===== src/hw/rtl/scta_pkg.sv =====
// Shared types, constants and key tables for the scancode line buffer.
`timescale 1ns / 1ps
`default_nettype none

package scta_pkg;

    // Line buffer geometry
    localparam int BUFFER_DEPTH = 256;
    localparam int ADDR_W       = $clog2(BUFFER_DEPTH);
    localparam int FILL_W       = $clog2(BUFFER_DEPTH + 1);
    localparam int LEVEL_W      = 9;
    localparam int MAP_SIZE     = 58;

    // Set-1 scancodes of interest
    localparam logic [7:0] SC_PREFIX    = 8'hE0;
    localparam logic [6:0] SC_BACKSPACE = 7'h0E;
    localparam logic [6:0] SC_LCTRL     = 7'h1D;
    localparam logic [6:0] SC_LSHIFT    = 7'h2A;
    localparam logic [6:0] SC_RSHIFT    = 7'h36;
    localparam logic [6:0] SC_CAPS      = 7'h3A;
    localparam logic [6:0] SC_UP        = 7'h48;
    localparam logic [6:0] SC_LEFT      = 7'h4B;
    localparam logic [6:0] SC_RIGHT     = 7'h4D;
    localparam logic [6:0] SC_DOWN      = 7'h50;

    // Characters with special meaning
    localparam logic [7:0] CH_NEWLINE = 8'h0A;
    localparam logic [7:0] CH_LOWER_L = 8'h6C;
    localparam logic [7:0] CH_UPPER_L = 8'h4C;

    // Configuration register indexes
    typedef enum logic [1:0] {
        REG_ARROW_UP    = 2'd0,
        REG_ARROW_DOWN  = 2'd1,
        REG_ARROW_LEFT  = 2'd2,
        REG_ARROW_RIGHT = 2'd3
    } t_reg_idx;

    // Echo actions
    typedef enum logic [1:0] {
        ECHO_NONE  = 2'd0,
        ECHO_CHAR  = 2'd1,
        ECHO_ERASE = 2'd2,
        ECHO_CLEAR = 2'd3
    } t_echo_action;

    // Request kinds
    typedef enum logic {
        REQ_SCAN = 1'b0,
        REQ_POP  = 1'b1
    } t_req_type;

    typedef struct packed {
        t_req_type  req_type;
        logic [7:0] scan_byte;
    } t_req;

    typedef struct packed {
        t_echo_action       echo_action;
        logic [7:0]         echo_char;
        logic               pop_valid;
        logic [7:0]         pop_char;
        logic [LEVEL_W-1:0] fill_level;
        logic               shift_out;
        logic               ctrl_out;
    } t_result;

    localparam logic [7:0] MAP_LOWER [MAP_SIZE] = '{
        8'h00, 8'h1B, 8'h31, 8'h32, 8'h33, 8'h34, 8'h35, 8'h36, 8'h37, 8'h38,
        8'h39, 8'h30, 8'h2D, 8'h3D, 8'h08, 8'h09, 8'h71, 8'h77, 8'h65, 8'h72,
        8'h74, 8'h79, 8'h75, 8'h69, 8'h6F, 8'h70, 8'h5B, 8'h5D, 8'h0A, 8'h00,
        8'h61, 8'h73, 8'h64, 8'h66, 8'h67, 8'h68, 8'h6A, 8'h6B, 8'h6C, 8'h3B,
        8'h27, 8'h60, 8'h00, 8'h5C, 8'h7A, 8'h78, 8'h63, 8'h76, 8'h62, 8'h6E,
        8'h6D, 8'h2C, 8'h2E, 8'h2F, 8'h00, 8'h2A, 8'h00, 8'h20
    };

    localparam logic [7:0] MAP_UPPER [MAP_SIZE] = '{
        8'h00, 8'h1B, 8'h21, 8'h40, 8'h23, 8'h24, 8'h25, 8'h5E, 8'h26, 8'h2A,
        8'h28, 8'h29, 8'h5F, 8'h2B, 8'h08, 8'h09, 8'h51, 8'h57, 8'h45, 8'h52,
        8'h54, 8'h59, 8'h55, 8'h49, 8'h4F, 8'h50, 8'h7B, 8'h7D, 8'h0A, 8'h00,
        8'h41, 8'h53, 8'h44, 8'h46, 8'h47, 8'h48, 8'h4A, 8'h4B, 8'h4C, 8'h3A,
        8'h22, 8'h7E, 8'h00, 8'h7C, 8'h5A, 8'h58, 8'h43, 8'h56, 8'h42, 8'h4E,
        8'h4D, 8'h3C, 8'h3E, 8'h3F, 8'h00, 8'h2A, 8'h00, 8'h20
    };

    // Key to character; zero for keys with no character
    function automatic logic [7:0] key_to_char(input logic [6:0] key, input logic upper);
        logic [7:0] c;
        c = 8'h00;
        if (key < 7'(MAP_SIZE)) begin
            c = upper ? MAP_UPPER[key[5:0]] : MAP_LOWER[key[5:0]];
        end
        return c;
    endfunction

    // Ring pointer step forward
    function automatic logic [ADDR_W-1:0] ptr_inc(input logic [ADDR_W-1:0] p);
        return (p == ADDR_W'(BUFFER_DEPTH - 1)) ? '0 : p + ADDR_W'(1);
    endfunction

    // Ring pointer step back
    function automatic logic [ADDR_W-1:0] ptr_dec(input logic [ADDR_W-1:0] p);
        return (p == '0) ? ADDR_W'(BUFFER_DEPTH - 1) : p - ADDR_W'(1);
    endfunction

endpackage

`default_nettype wire


===== src/hw/rtl/scta_req_if.sv =====
// Request channel: scancode byte or pop request, valid/ready handshake.
`timescale 1ns / 1ps
`default_nettype none

interface scta_req_if;
    logic          valid;
    logic          ready;
    scta_pkg::t_req data;

    modport source (output valid, output data, input ready);
    modport sink   (input valid, input data, output ready);
endinterface

`default_nettype wire


===== src/hw/rtl/scta_res_if.sv =====
// Result channel: echo, pop and status fields, valid/ready handshake.
`timescale 1ns / 1ps
`default_nettype none

interface scta_res_if;
    logic             valid;
    logic             ready;
    scta_pkg::t_result data;

    modport source (output valid, output data, input ready);
    modport sink   (input valid, input data, output ready);
endinterface

`default_nettype wire


===== src/hw/rtl/scancode_to_ascii_line_buffer.sv =====
// Set-1 scancode decoder with ring line buffer, echo and pop results.
//
//  channel  | dir | handshake       | payload
//  ---------+-----+-----------------+-----------------------------------------
//  i_req    | in  | valid/ready     | req_type, scan_byte
//  o_res    | out | valid/ready     | echo_action, echo_char, pop_valid,
//           |     |                 | pop_char, fill_level, shift_out, ctrl_out
//  i_cfg_*  | in  | write enable    | register index, 8-bit data
//
// One request accepted per cycle while the result side does not stall; a
// request passes through the input register, then decode/update into the
// result register. Head and tail bytes are prefetched from the store each cycle
// with write bypass, so pop and backspace never stall. Reset is synchronous and
// leaves the store uncleared. A stalled result holds the result register; the
// input register takes one more request behind it, then ready drops.
`timescale 1ns / 1ps
`default_nettype none

module scancode_to_ascii_line_buffer (
    input  wire                i_clk,
    input  wire                i_rst_n,
    scta_req_if.sink           i_req,
    scta_res_if.source         o_res,
    input  wire                i_cfg_we,
    input  wire  [1:0]         i_cfg_idx,
    input  wire  [7:0]         i_cfg_data
);

    localparam int DEPTH = scta_pkg::BUFFER_DEPTH;
    localparam int AW    = scta_pkg::ADDR_W;
    localparam int FW    = scta_pkg::FILL_W;
    localparam int LW    = scta_pkg::LEVEL_W;

    // Configuration registers
    logic [7:0] r_arrow_up, r_arrow_down, r_arrow_left, r_arrow_right;

    // Input register
    logic              r_in_valid;
    scta_pkg::t_req    r_in;

    // Result register
    logic              r_out_valid;
    scta_pkg::t_result r_out;

    // Buffer and key state
    logic [7:0]    r_mem [DEPTH];
    logic [AW-1:0] r_wp, r_rp;
    logic [FW-1:0] r_fill;
    logic          r_shift, r_ctrl, r_caps, r_prefix;

    // Prefetched store bytes at the read pointer and before the write pointer
    logic [7:0]    r_head, r_tail;

    logic          proc;
    logic [AW-1:0] n_wp, n_rp;
    logic [FW-1:0] n_fill;
    logic          n_shift, n_ctrl, n_caps, n_prefix;
    logic [AW-1:0] tail_addr;

    logic                   push_req, push_ok, push_echo;
    logic [7:0]             push_byte;
    logic                   release_bit;
    logic [6:0]             key;
    logic [7:0]             key_char;
    scta_pkg::t_echo_action act;
    logic [7:0]             echo_c;
    logic                   pop_v;
    logic [7:0]             pop_c;

    // Handshake: decode when the result register is free or being drained
    assign proc        = r_in_valid && (!r_out_valid || o_res.ready);
    assign i_req.ready = !r_in_valid || proc;
    assign o_res.valid = r_out_valid;
    assign o_res.data  = r_out;

    // Configuration writes
    always_ff @(posedge i_clk) begin
        if (!i_rst_n) begin
            r_arrow_up    <= 8'd128;
            r_arrow_down  <= 8'd129;
            r_arrow_left  <= 8'd130;
            r_arrow_right <= 8'd131;
        end else if (i_cfg_we) begin
            unique case (scta_pkg::t_reg_idx'(i_cfg_idx))
                scta_pkg::REG_ARROW_UP:    r_arrow_up    <= i_cfg_data;
                scta_pkg::REG_ARROW_DOWN:  r_arrow_down  <= i_cfg_data;
                scta_pkg::REG_ARROW_LEFT:  r_arrow_left  <= i_cfg_data;
                scta_pkg::REG_ARROW_RIGHT: r_arrow_right <= i_cfg_data;
                default: ;
            endcase
        end
    end

    // Input register
    always_ff @(posedge i_clk) begin
        if (!i_rst_n) begin
            r_in_valid <= 1'b0;
        end else if (i_req.ready) begin
            r_in_valid <= i_req.valid;
        end
    end

    always_ff @(posedge i_clk) begin
        if (i_req.valid && i_req.ready) begin
            r_in <= i_req.data;
        end
    end

    assign release_bit = r_in.scan_byte[7];
    assign key         = r_in.scan_byte[6:0];
    assign key_char    = scta_pkg::key_to_char(key, r_shift ^ r_caps);

    // Decode one request against the current state
    always_comb begin
        n_wp      = r_wp;
        n_rp      = r_rp;
        n_fill    = r_fill;
        n_shift   = r_shift;
        n_ctrl    = r_ctrl;
        n_caps    = r_caps;
        n_prefix  = r_prefix;
        push_req  = 1'b0;
        push_echo = 1'b0;
        push_byte = 8'h00;
        act       = scta_pkg::ECHO_NONE;
        echo_c    = 8'h00;
        pop_v     = 1'b0;
        pop_c     = 8'h00;

        if (r_in.req_type == scta_pkg::REQ_POP) begin
            if (r_fill != '0) begin
                pop_v  = 1'b1;
                pop_c  = r_head;
                n_rp   = scta_pkg::ptr_inc(r_rp);
                n_fill = r_fill - FW'(1);
            end
        end else begin
            priority if (r_in.scan_byte == scta_pkg::SC_PREFIX) begin
                n_prefix = 1'b1;
            end else if (r_prefix) begin
                // extended key: only arrow presses do anything
                n_prefix = 1'b0;
                if (!release_bit) begin
                    priority if (key == scta_pkg::SC_UP) begin
                        push_req  = 1'b1;
                        push_byte = r_arrow_up;
                    end else if (key == scta_pkg::SC_DOWN) begin
                        push_req  = 1'b1;
                        push_byte = r_arrow_down;
                    end else if (key == scta_pkg::SC_LEFT) begin
                        push_req  = 1'b1;
                        push_byte = r_arrow_left;
                    end else if (key == scta_pkg::SC_RIGHT) begin
                        push_req  = 1'b1;
                        push_byte = r_arrow_right;
                    end else begin
                    end
                end
            end else if (key == scta_pkg::SC_LSHIFT || key == scta_pkg::SC_RSHIFT) begin
                n_shift = !release_bit;
            end else if (key == scta_pkg::SC_LCTRL) begin
                n_ctrl = !release_bit;
            end else if (release_bit) begin
            end else if (key == scta_pkg::SC_CAPS) begin
                n_caps = !r_caps;
            end else if (key == scta_pkg::SC_BACKSPACE) begin
                // erase unless empty or the last byte ends a line
                if (r_fill != '0 && r_tail != scta_pkg::CH_NEWLINE) begin
                    n_wp   = scta_pkg::ptr_dec(r_wp);
                    n_fill = r_fill - FW'(1);
                    act    = scta_pkg::ECHO_ERASE;
                end
            end else if (key_char != 8'h00) begin
                if (r_ctrl && (key_char == scta_pkg::CH_LOWER_L ||
                               key_char == scta_pkg::CH_UPPER_L)) begin
                    act = scta_pkg::ECHO_CLEAR;
                end else begin
                    push_req  = 1'b1;
                    push_echo = 1'b1;
                    push_byte = key_char;
                end
            end else begin
            end
        end

        // Push into the ring; a full buffer drops the byte silently
        push_ok = push_req && (r_fill < FW'(DEPTH));
        if (push_ok) begin
            n_wp   = scta_pkg::ptr_inc(r_wp);
            n_fill = r_fill + FW'(1);
            if (push_echo) begin
                act    = scta_pkg::ECHO_CHAR;
                echo_c = push_byte;
            end
        end

        // Hold everything when no request is decoded
        if (!proc) begin
            n_wp     = r_wp;
            n_rp     = r_rp;
            n_fill   = r_fill;
            n_shift  = r_shift;
            n_ctrl   = r_ctrl;
            n_caps   = r_caps;
            n_prefix = r_prefix;
            push_ok  = 1'b0;
        end
    end

    assign tail_addr = scta_pkg::ptr_dec(n_wp);

    // State update
    always_ff @(posedge i_clk) begin
        if (!i_rst_n) begin
            r_wp     <= '0;
            r_rp     <= '0;
            r_fill   <= '0;
            r_shift  <= 1'b0;
            r_ctrl   <= 1'b0;
            r_caps   <= 1'b0;
            r_prefix <= 1'b0;
        end else begin
            r_wp     <= n_wp;
            r_rp     <= n_rp;
            r_fill   <= n_fill;
            r_shift  <= n_shift;
            r_ctrl   <= n_ctrl;
            r_caps   <= n_caps;
            r_prefix <= n_prefix;
        end
    end

    // Line store: one write port, two registered read ports with bypass
    always_ff @(posedge i_clk) begin
        if (push_ok) begin
            r_mem[r_wp] <= push_byte;
        end
    end

    always_ff @(posedge i_clk) begin
        r_head <= (push_ok && n_rp == r_wp) ? push_byte : r_mem[n_rp];
        r_tail <= (push_ok && tail_addr == r_wp) ? push_byte : r_mem[tail_addr];
    end

    // Result register
    always_ff @(posedge i_clk) begin
        if (!i_rst_n) begin
            r_out_valid <= 1'b0;
        end else if (proc) begin
            r_out_valid <= 1'b1;
        end else if (o_res.ready) begin
            r_out_valid <= 1'b0;
        end
    end

    always_ff @(posedge i_clk) begin
        if (proc) begin
            r_out.echo_action <= act;
            r_out.echo_char   <= echo_c;
            r_out.pop_valid   <= pop_v;
            r_out.pop_char    <= pop_c;
            r_out.fill_level  <= LW'(n_fill);
            r_out.shift_out   <= n_shift;
            r_out.ctrl_out    <= n_ctrl;
        end
    end

    // Pointer consistency: read pointer plus fill wraps onto write pointer
    logic [FW:0] rp_plus_fill;
    logic [FW:0] rp_plus_fill_wrap;
    assign rp_plus_fill      = (FW + 1)'(r_rp) + (FW + 1)'(r_fill);
    assign rp_plus_fill_wrap = (rp_plus_fill >= (FW + 1)'(DEPTH)) ?
                               rp_plus_fill - (FW + 1)'(DEPTH) : rp_plus_fill;

    a_fill_bound: assert property (@(posedge i_clk) disable iff (!i_rst_n)
        r_fill <= FW'(DEPTH))
        else $error("fill count beyond buffer depth");

    a_ptr_consistent: assert property (@(posedge i_clk) disable iff (!i_rst_n)
        rp_plus_fill_wrap == (FW + 1)'(r_wp))
        else $error("ring pointers disagree with fill count");

    a_pop_no_echo: assert property (@(posedge i_clk) disable iff (!i_rst_n)
        (r_out_valid && r_out.pop_valid) |-> (r_out.echo_action == scta_pkg::ECHO_NONE))
        else $error("pop result carries an echo action");

    a_pop_drains: assert property (@(posedge i_clk) disable iff (!i_rst_n)
        (proc && r_in.req_type == scta_pkg::REQ_POP && r_fill != '0)
        |=> (r_fill == $past(r_fill) - FW'(1)))
        else $error("pop did not reduce fill count");

    a_echo_char_only: assert property (@(posedge i_clk) disable iff (!i_rst_n)
        (r_out_valid && r_out.echo_action != scta_pkg::ECHO_CHAR)
        |-> (r_out.echo_char == 8'h00))
        else $error("echo character set without echo action");

endmodule

`default_nettype wire


===== src/flat_wrapper.sv =====
// flat-port wrapper written by rule: the top's interface ports become plain ports
module scancode_to_ascii_line_buffer_flat 
  (i_clk, i_rst_n, i_cfg_we, i_cfg_idx, i_cfg_data, i_req_valid, i_req_data, i_req_ready, o_res_valid, o_res_data, o_res_ready);
  scta_req_if i_req_i ();
  scta_res_if o_res_i ();
  input  wire i_clk;
  input  wire i_rst_n;
  input  wire i_cfg_we;
  input  wire  [1:0] i_cfg_idx;
  input  wire  [7:0] i_cfg_data;
  input wire logic [$bits(i_req_i.valid)-1:0] i_req_valid;
  input wire logic [$bits(i_req_i.data)-1:0] i_req_data;
  output wire logic [$bits(i_req_i.ready)-1:0] i_req_ready;
  output wire logic [$bits(o_res_i.valid)-1:0] o_res_valid;
  output wire logic [$bits(o_res_i.data)-1:0] o_res_data;
  input wire logic [$bits(o_res_i.ready)-1:0] o_res_ready;
  assign i_req_i.valid = i_req_valid;
  assign i_req_i.data = i_req_data;
  assign i_req_ready = i_req_i.ready;
  assign o_res_valid = o_res_i.valid;
  assign o_res_data = o_res_i.data;
  assign o_res_i.ready = o_res_ready;
  scancode_to_ascii_line_buffer u_core (.i_clk(i_clk), .i_rst_n(i_rst_n), .i_req(i_req_i), .o_res(o_res_i), .i_cfg_we(i_cfg_we), .i_cfg_idx(i_cfg_idx), .i_cfg_data(i_cfg_data));
endmodule

===== config.mk =====
export PLATFORM = sky130hd
export DESIGN_NAME = scancode_to_ascii_line_buffer_flat
export DESIGN_NICKNAME = d
export VERILOG_FILES = /design/src/hw/rtl/scta_pkg.sv /design/src/hw/rtl/scta_req_if.sv /design/src/hw/rtl/scta_res_if.sv /design/src/hw/rtl/scancode_to_ascii_line_buffer.sv /design/src/flat_wrapper.sv
export SDC_FILE = /design/constraint.sdc
export NUM_CORES = 2
export LEC_CHECK = 0
export BUFFER_PORTS_ARGS = -buffer_cell sky130_fd_sc_hd__buf_2
export CORE_MARGIN = 3
export CORE_UTILIZATION = 63
export DETAILED_ROUTE_END_ITERATION = 12
export PLACE_DENSITY_LB_ADDON = 0.15
export SLEW_MARGIN = 15
export SYNTH_ARGS = -nofsm -noshare
export SYNTH_HDL_FRONTEND = slang
export SYNTH_SLANG_ARGS = --single-unit

===== constraint.sdc =====
create_clock -name i_clk -period 37.6 [get_ports i_clk]
set_input_delay 1.88 -clock i_clk [delete_from_list [all_inputs] [get_ports i_clk]]
set_output_delay 1.88 -clock i_clk [all_outputs]
set_load 0.03 [all_outputs]

* Word level (Yosys, flattened, before mapping)
Memories as Yosys holds them, arrays and structs flattened. A register that Yosys moved wholly into a read port is not among the register bits. Cells that the tools add are included.
Word-level totals: ROM bits 1024, memories kept 3, RAM bits 2048, bits in registers 102
Memories:
- u_core.r_mem | words 256, bits a word 8, read ports 2, clocked after memory_dff 2, wr ports 1, RTL line scancode_to_ascii_line_buffer.sv:46 | logic [7:0] r_mem [DEPTH];
- (name not given) | words 64, bits a word 8, read ports 1, clocked after memory_dff 0, wr ports 0, RTL line scta_pkg.sv:91 | c = upper ? MAP_UPPER[key[5:0]] : MAP_LOWER[key[5:0]];
- (name not given) | words 64, bits a word 8, read ports 1, clocked after memory_dff 0, wr ports 0, RTL line scta_pkg.sv:91
Cells by class: eq/ne operators 18, reduce and logical (&&, ||, !) cells 27, multiplexer cells 100, bitwise logic cells 8, order comparisons 3, add/sub/neg operators 6
Operator list (number):
- $mux W8 | 39
- $mux W9 | 12
- $mux W1 | 36
- $eq A7 B7 Y1 const B | 4
- $mux W2 | 13
- $eq A8 B8 Y1 const B | 3
- $eq A7 B6 Y1 const B | 3
- $add A8 B1 Y8 const B | 2
- $eq A8 B7 Y1 const B | 2
- $logic_not A8 Y1 | 2
- $sub A8 B1 Y8 const B | 2
- $reduce_and A2 Y1 | 7
- $add A9 B1 Y9 const B | 1
- $lt A9 B9 Y1 const B | 1
- $reduce_bool A9 Y1 | 1
- $sub A9 B1 Y9 const B | 1
- $ne A8 B4 Y1 const B | 1
- $reduce_and A8 Y1 | 1
- $reduce_bool A8 Y1 | 1
- $eq A7 B4 Y1 const B | 1
- $eq A7 B5 Y1 const B | 1
- $ge A7 B7 Y1 const B | 1
- $lt A7 B6 Y1 const B | 1
- $not A6 Y7 | 1
- 9 further kinds | 25

* Depth between registers and ports, before layout
word-level depth 24, depth in mapped cells 23, mapped depth without buffers 18

* Worst setup path before layout
OpenSTA, ideal clock, no wires.
path type register -> register, from register u_core.r_in (netlist bit u_core.key[1]), to memory u_core.r_mem[0][7] (data pin), library setup time 4484 ps, data arrival time 23721 ps, cell stages (with the launch flop) 8, buffers on the path 2, path slack 9395 ps, required time 33116 ps, cell sequence edfxtp_1 -> clkbuf_1 -> inv_1 -> ha_1 -> nand4_1 -> clkbuf_1 -> nor2_1 -> a2111oi_0
Between the ends: cells in the longest elaborated chain, start to end 19, elaborated cells on any way between the ends 41
Ends and longest elaborated chain:
- from (decl) | RTL line scancode_to_ascii_line_buffer.sv:39 | scta_pkg::t_req r_in;
- from (signal assigned) | RTL line scancode_to_ascii_line_buffer.sv:105 | r_in <= i_req.data;
- $not A6 Y7 (implied by the code) | RTL line scta_pkg.sv:91
- $mem_v2 Z64 W8
- $mux W8 (implied by the code) (2 in a row) | RTL line scta_pkg.sv:91
- $mux W8 | RTL line scta_pkg.sv:91
- $mux W8 | RTL line scta_pkg.sv:90 | if (key < 7'(MAP_SIZE)) begin
- $eq A8 B7 Y1, on equally long branches | RTL line scancode_to_ascii_line_buffer.sv:174, scancode_to_ascii_line_buffer.sv:175
- $logic_or A1 B1 Y1 | RTL line scancode_to_ascii_line_buffer.sv:174 | if (r_ctrl && (key_char == scta_pkg::CH_LOWER_L ||
- $logic_and A1 B1 Y1 | RTL line scancode_to_ascii_line_buffer.sv:174
- [3 not listed]
- $mux W8 | RTL line scancode_to_ascii_line_buffer.sv:164 | end else if (key == scta_pkg::SC_CAPS) begin
- $mux W8 | RTL line scancode_to_ascii_line_buffer.sv:163 | end else if (release_bit) begin
- $mux W8 | RTL line scancode_to_ascii_line_buffer.sv:161 | end else if (key == scta_pkg::SC_LCTRL) begin
- $mux W8 | RTL line scancode_to_ascii_line_buffer.sv:159 | end else if (key == scta_pkg::SC_LSHIFT || key == scta_pkg::SC_RSHIFT) begin
- $mux W8 | RTL line scancode_to_ascii_line_buffer.sv:140 | end else if (r_prefix) begin
- $mux W8 * | RTL line scancode_to_ascii_line_buffer.sv:138 | priority if (r_in.scan_byte == scta_pkg::SC_PREFIX) begin
- $mux W8 * | RTL line scancode_to_ascii_line_buffer.sv:130 | if (r_in.req_type == scta_pkg::REQ_POP) begin
- named net u_core.push_byte[7] | RTL line scancode_to_ascii_line_buffer.sv:61 | logic [7:0] push_byte;
- to (decl) | RTL line scancode_to_ascii_line_buffer.sv:46
Mark *: on every way through the listed nets, which the timed path passes. The rest lies on a longest branch. The select of a mux whose other input is x is not followed.

==> metrics.md <==
| Metric | Value |
|---|---|
| Status | `finished, final reports clean` |
| Synth Register Bits | `roughly 2200` |
| Worst Reg-to-Reg Cells | `16` |
| TritonCTS Buffers | `roughly 210` |
| PortBufs | `55` |
| DR WL/cell | `around 35 um` |
| Die height | `about 400 um` |
| Power Dens Cells | `about 47 nW/um^2` |
| Detail Placement HPWL | `~180 mm` |
| Fin crit share | `0.207` |
| Worst-Margin Slew | `approximately 1.3 ns` |
| Pin count of the biggest net entering global routing | `~210` |
| Number of top-level pins | `56` |
| Fin util | `0.694` |
| ANT nets after route | `0` |
| CP arrival | `~8.5 ns` |
| Die area | `about 160000 sq um` |
| Ratio of cells with drive above 1 in the final layout | `0.239` |
| CP Data Required Time | `between 30 and 40 ns` |
| CTS Hold Bufs | `0` |
| Post CTS Setup Buffer Count | `0` |
| Post-Syn Instances | `5652` |
| Vias in the first global route | `58206` |
| Clock Sink Count | `approximately 2200` |
| Hold path depth | `2` |
| Count of flip-flops with a built-in enable after synthesis | `roughly 2100` |
| Final hold violations | `0` |
| Synthesized Nets | `5700` |
| GR Util All Layers | `0.353` |
| Nets@finish | `5688` |
| Antenna violations before repair | `23` |
| Yosys cell types | `around 100` |
| Fmax | `roughly 130 MHz` |
| Via count | `approximately 60000` |
| Synth Flop Type | `edfxtp_1` |
| Die Span X | `roughly 400 um` |
| Clock skew | `around 0.046 ns` |
| Crit. End Element | `flip-flop` |
| Hold_sp | `u_core.r_arrow_left[5]` |
| Gp weighted congestion | `roughly 0.94` |
| First-pass GRT wire length | `404 mm` |
| Mapped Avg Cell Area | `approximately 17 sq um` |
| CP Launch Type | `flip-flop` |
| DRT Pass-1 Iters | `7` |
| CTS resizes | `0` |
| Initial core utilization | `0.635` |
| Ys async rst share | `0` |
| Yosys warning count | `0` |
| Most common library cell in the layout ignoring fill and taps | `edfxtp_1` |
| Post-route DRC | `0` |
| Vias per inst | `roughly 7.5` |
| Clock Latency Late Sink | `approximately 0.87 ns` |
| Final setup vio count | `0` |
| Critical Path Fanout Max | `around 80` |
| CTS max path bufs | `3` |
| Critical path class | `reg2reg` |
| Final min period | `just under 8 ns` |
| Final wirelength | `~280 mm` |
| CTS Root Cell | `clkbuf_16` |
| Post-Syn Area | `97900 sq um` |
| Setup TNS | `0 ns` |
| Seq/Total Area, Yosys | `0.656` |
| H-tree levels | `4` |
| Core Area | `~150000 sq um` |
| MaxCap Viol Count | `0` |
| Worst-path clk slew | `about 0.060 ns` |
| Most frequent cells in the layout | `edfxtp_1, mux4_2, nor2_1` |
| Grt ovf | `0` |
| Row count | `144` |
| Iter 0 DRT Violations | `slightly below 9000` |
| Max VDD drop | `roughly 0.055 mV` |
| Leakage | `0.0328 uW` |
| Pins Over Slew Limit | `0` |
| Hold Path Class | `reg2reg` |
| Area grow syn2layout | `9.36%` |
| Unrepaired setup endpoints after global routing | `false` |
| Max_slew headroom | `0.108` |
| TritonCTS clock tree | `built` |
[synthesized netlist by cell type (40+ instances only)]
library cell  number  share of area
nor2b_1           48         0.0031
clkbuf_1         193         0.0074
nor4_1            72         0.0046
mux4_2           823           0.19
o31ai_1           44         0.0034
nand3_1           82         0.0042
buf_2             69         0.0035
dfxtp_1           79          0.016
nand2_1          163         0.0063
and2_1            43         0.0027
buf_1             56         0.0021
o21ai_0          108         0.0055
nor2_1           572          0.022
o22ai_1           40         0.0026
buf_4             46         0.0035
nor3_1           245          0.013
edfxtp_1        2087           0.64
mux2i_1           54         0.0055
a21oi_1          135         0.0069
a211oi_1          58         0.0044
[registers in the layout (all words and copies together), names as in the netlist, named ones only]
register / cells
u_core.key: 7
u_core.o_res.data: 30
u_core.o_res.valid: 1
u_core.r_arrow_down: 8
u_core.r_arrow_left: 8
u_core.r_arrow_right: 8
u_core.r_arrow_up: 8
u_core.r_caps: 1
u_core.r_ctrl: 1
u_core.r_fill: 9
u_core.r_in: 2
u_core.r_in_valid: 1
u_core.r_mem: 2048
u_core.r_prefix: 1
u_core.r_rp: 8
u_core.r_shift: 1
u_core.r_wp: 8
[where the power goes]
group / total (uW) / leakage, uW / switching (uW) / internal (uW)
sequential: 2640 / 0.0200 / 9.56 / 2630
combinational: 268 / 0.00934 / 146 / 122
clock: 2160 / 0.00345 / 918 / 1240
[routing by layer]
layer | share of wire | up-vias | GRT usage
li1 | - | 23600 | -
met1 | 0.35 | 30299 | 0.486
met2 | 0.45 | 4562 | 0.520
met3 | 0.13 | 921 | 0.105
met4 | 0.060 | 12 | 0.180
met5 | 0.00030 | - | 0
[worst paths after layout]
path                                               end  slack, ns
worst max-delay path                         flip-flop      29.83
worst min-delay path            u_core.r_arrow_left[5]       0.46
worst max register to register               flip-flop      29.83
worst min register to register  u_core.r_arrow_left[5]       0.46
[final cells by class]
type | count | area [sq um]
multi-input combinational | 3055 | 31700
timing repair buffer | 164 | 1210
sequential | 2166 | 64300
clock buffer | 264 | 5630
fill | 9749 | 47200
clock inverter | 140 | 1480
inverter | 40 | 155
tap | 2044 | 2560
antenna | 8 | 20.0
[cell families after synthesis]
group	share of synthesized area
multiplexers	0.196
other	0.0000383
XOR/XNOR	0.00152
buffers and inverters	0.0212
adder cells (fa/ha/maj)	0.00307
AND/OR/NAND/NOR	0.0720
flip-flops	0.656
AO/OA/AOI/OAI	0.0493
[worst max-delay path: stages (launching register included)]
cell	delay, ns
dfxtp_4	0.66
buf_4	0.65
buf_12	0.46
buf_4	0.63
buf_4	0.69
mux2i_1	0.26
o21ai_0	0.08
o311ai_0	0.46
o2111ai_1	0.20
nor4_1	0.82
a2bb2o_1	0.46
a2111oi_2	0.83
nor4_2	0.20
a221oi_4	0.42
o211a_4	0.26
nand4_2	0.21
o21ai_1	0.15
[per-stage QoR]
stage               cell area [sq um]  instances  worst slack, ns  power, uW  hold WS (ns)
global placement                99900       7469            29.98       2950         0.441
detailed placement              99900       7469            29.92       2950         0.449
CTS                            107000       7873            29.89       5080         0.458
global route                   107000       7873            29.47       5190         0.481
finish                         107000       7881            29.83       5070         0.459
floorplan                       97900       5652             9.40       2880         0.436
No activity file was read; power rests on OpenSTA's default activity.
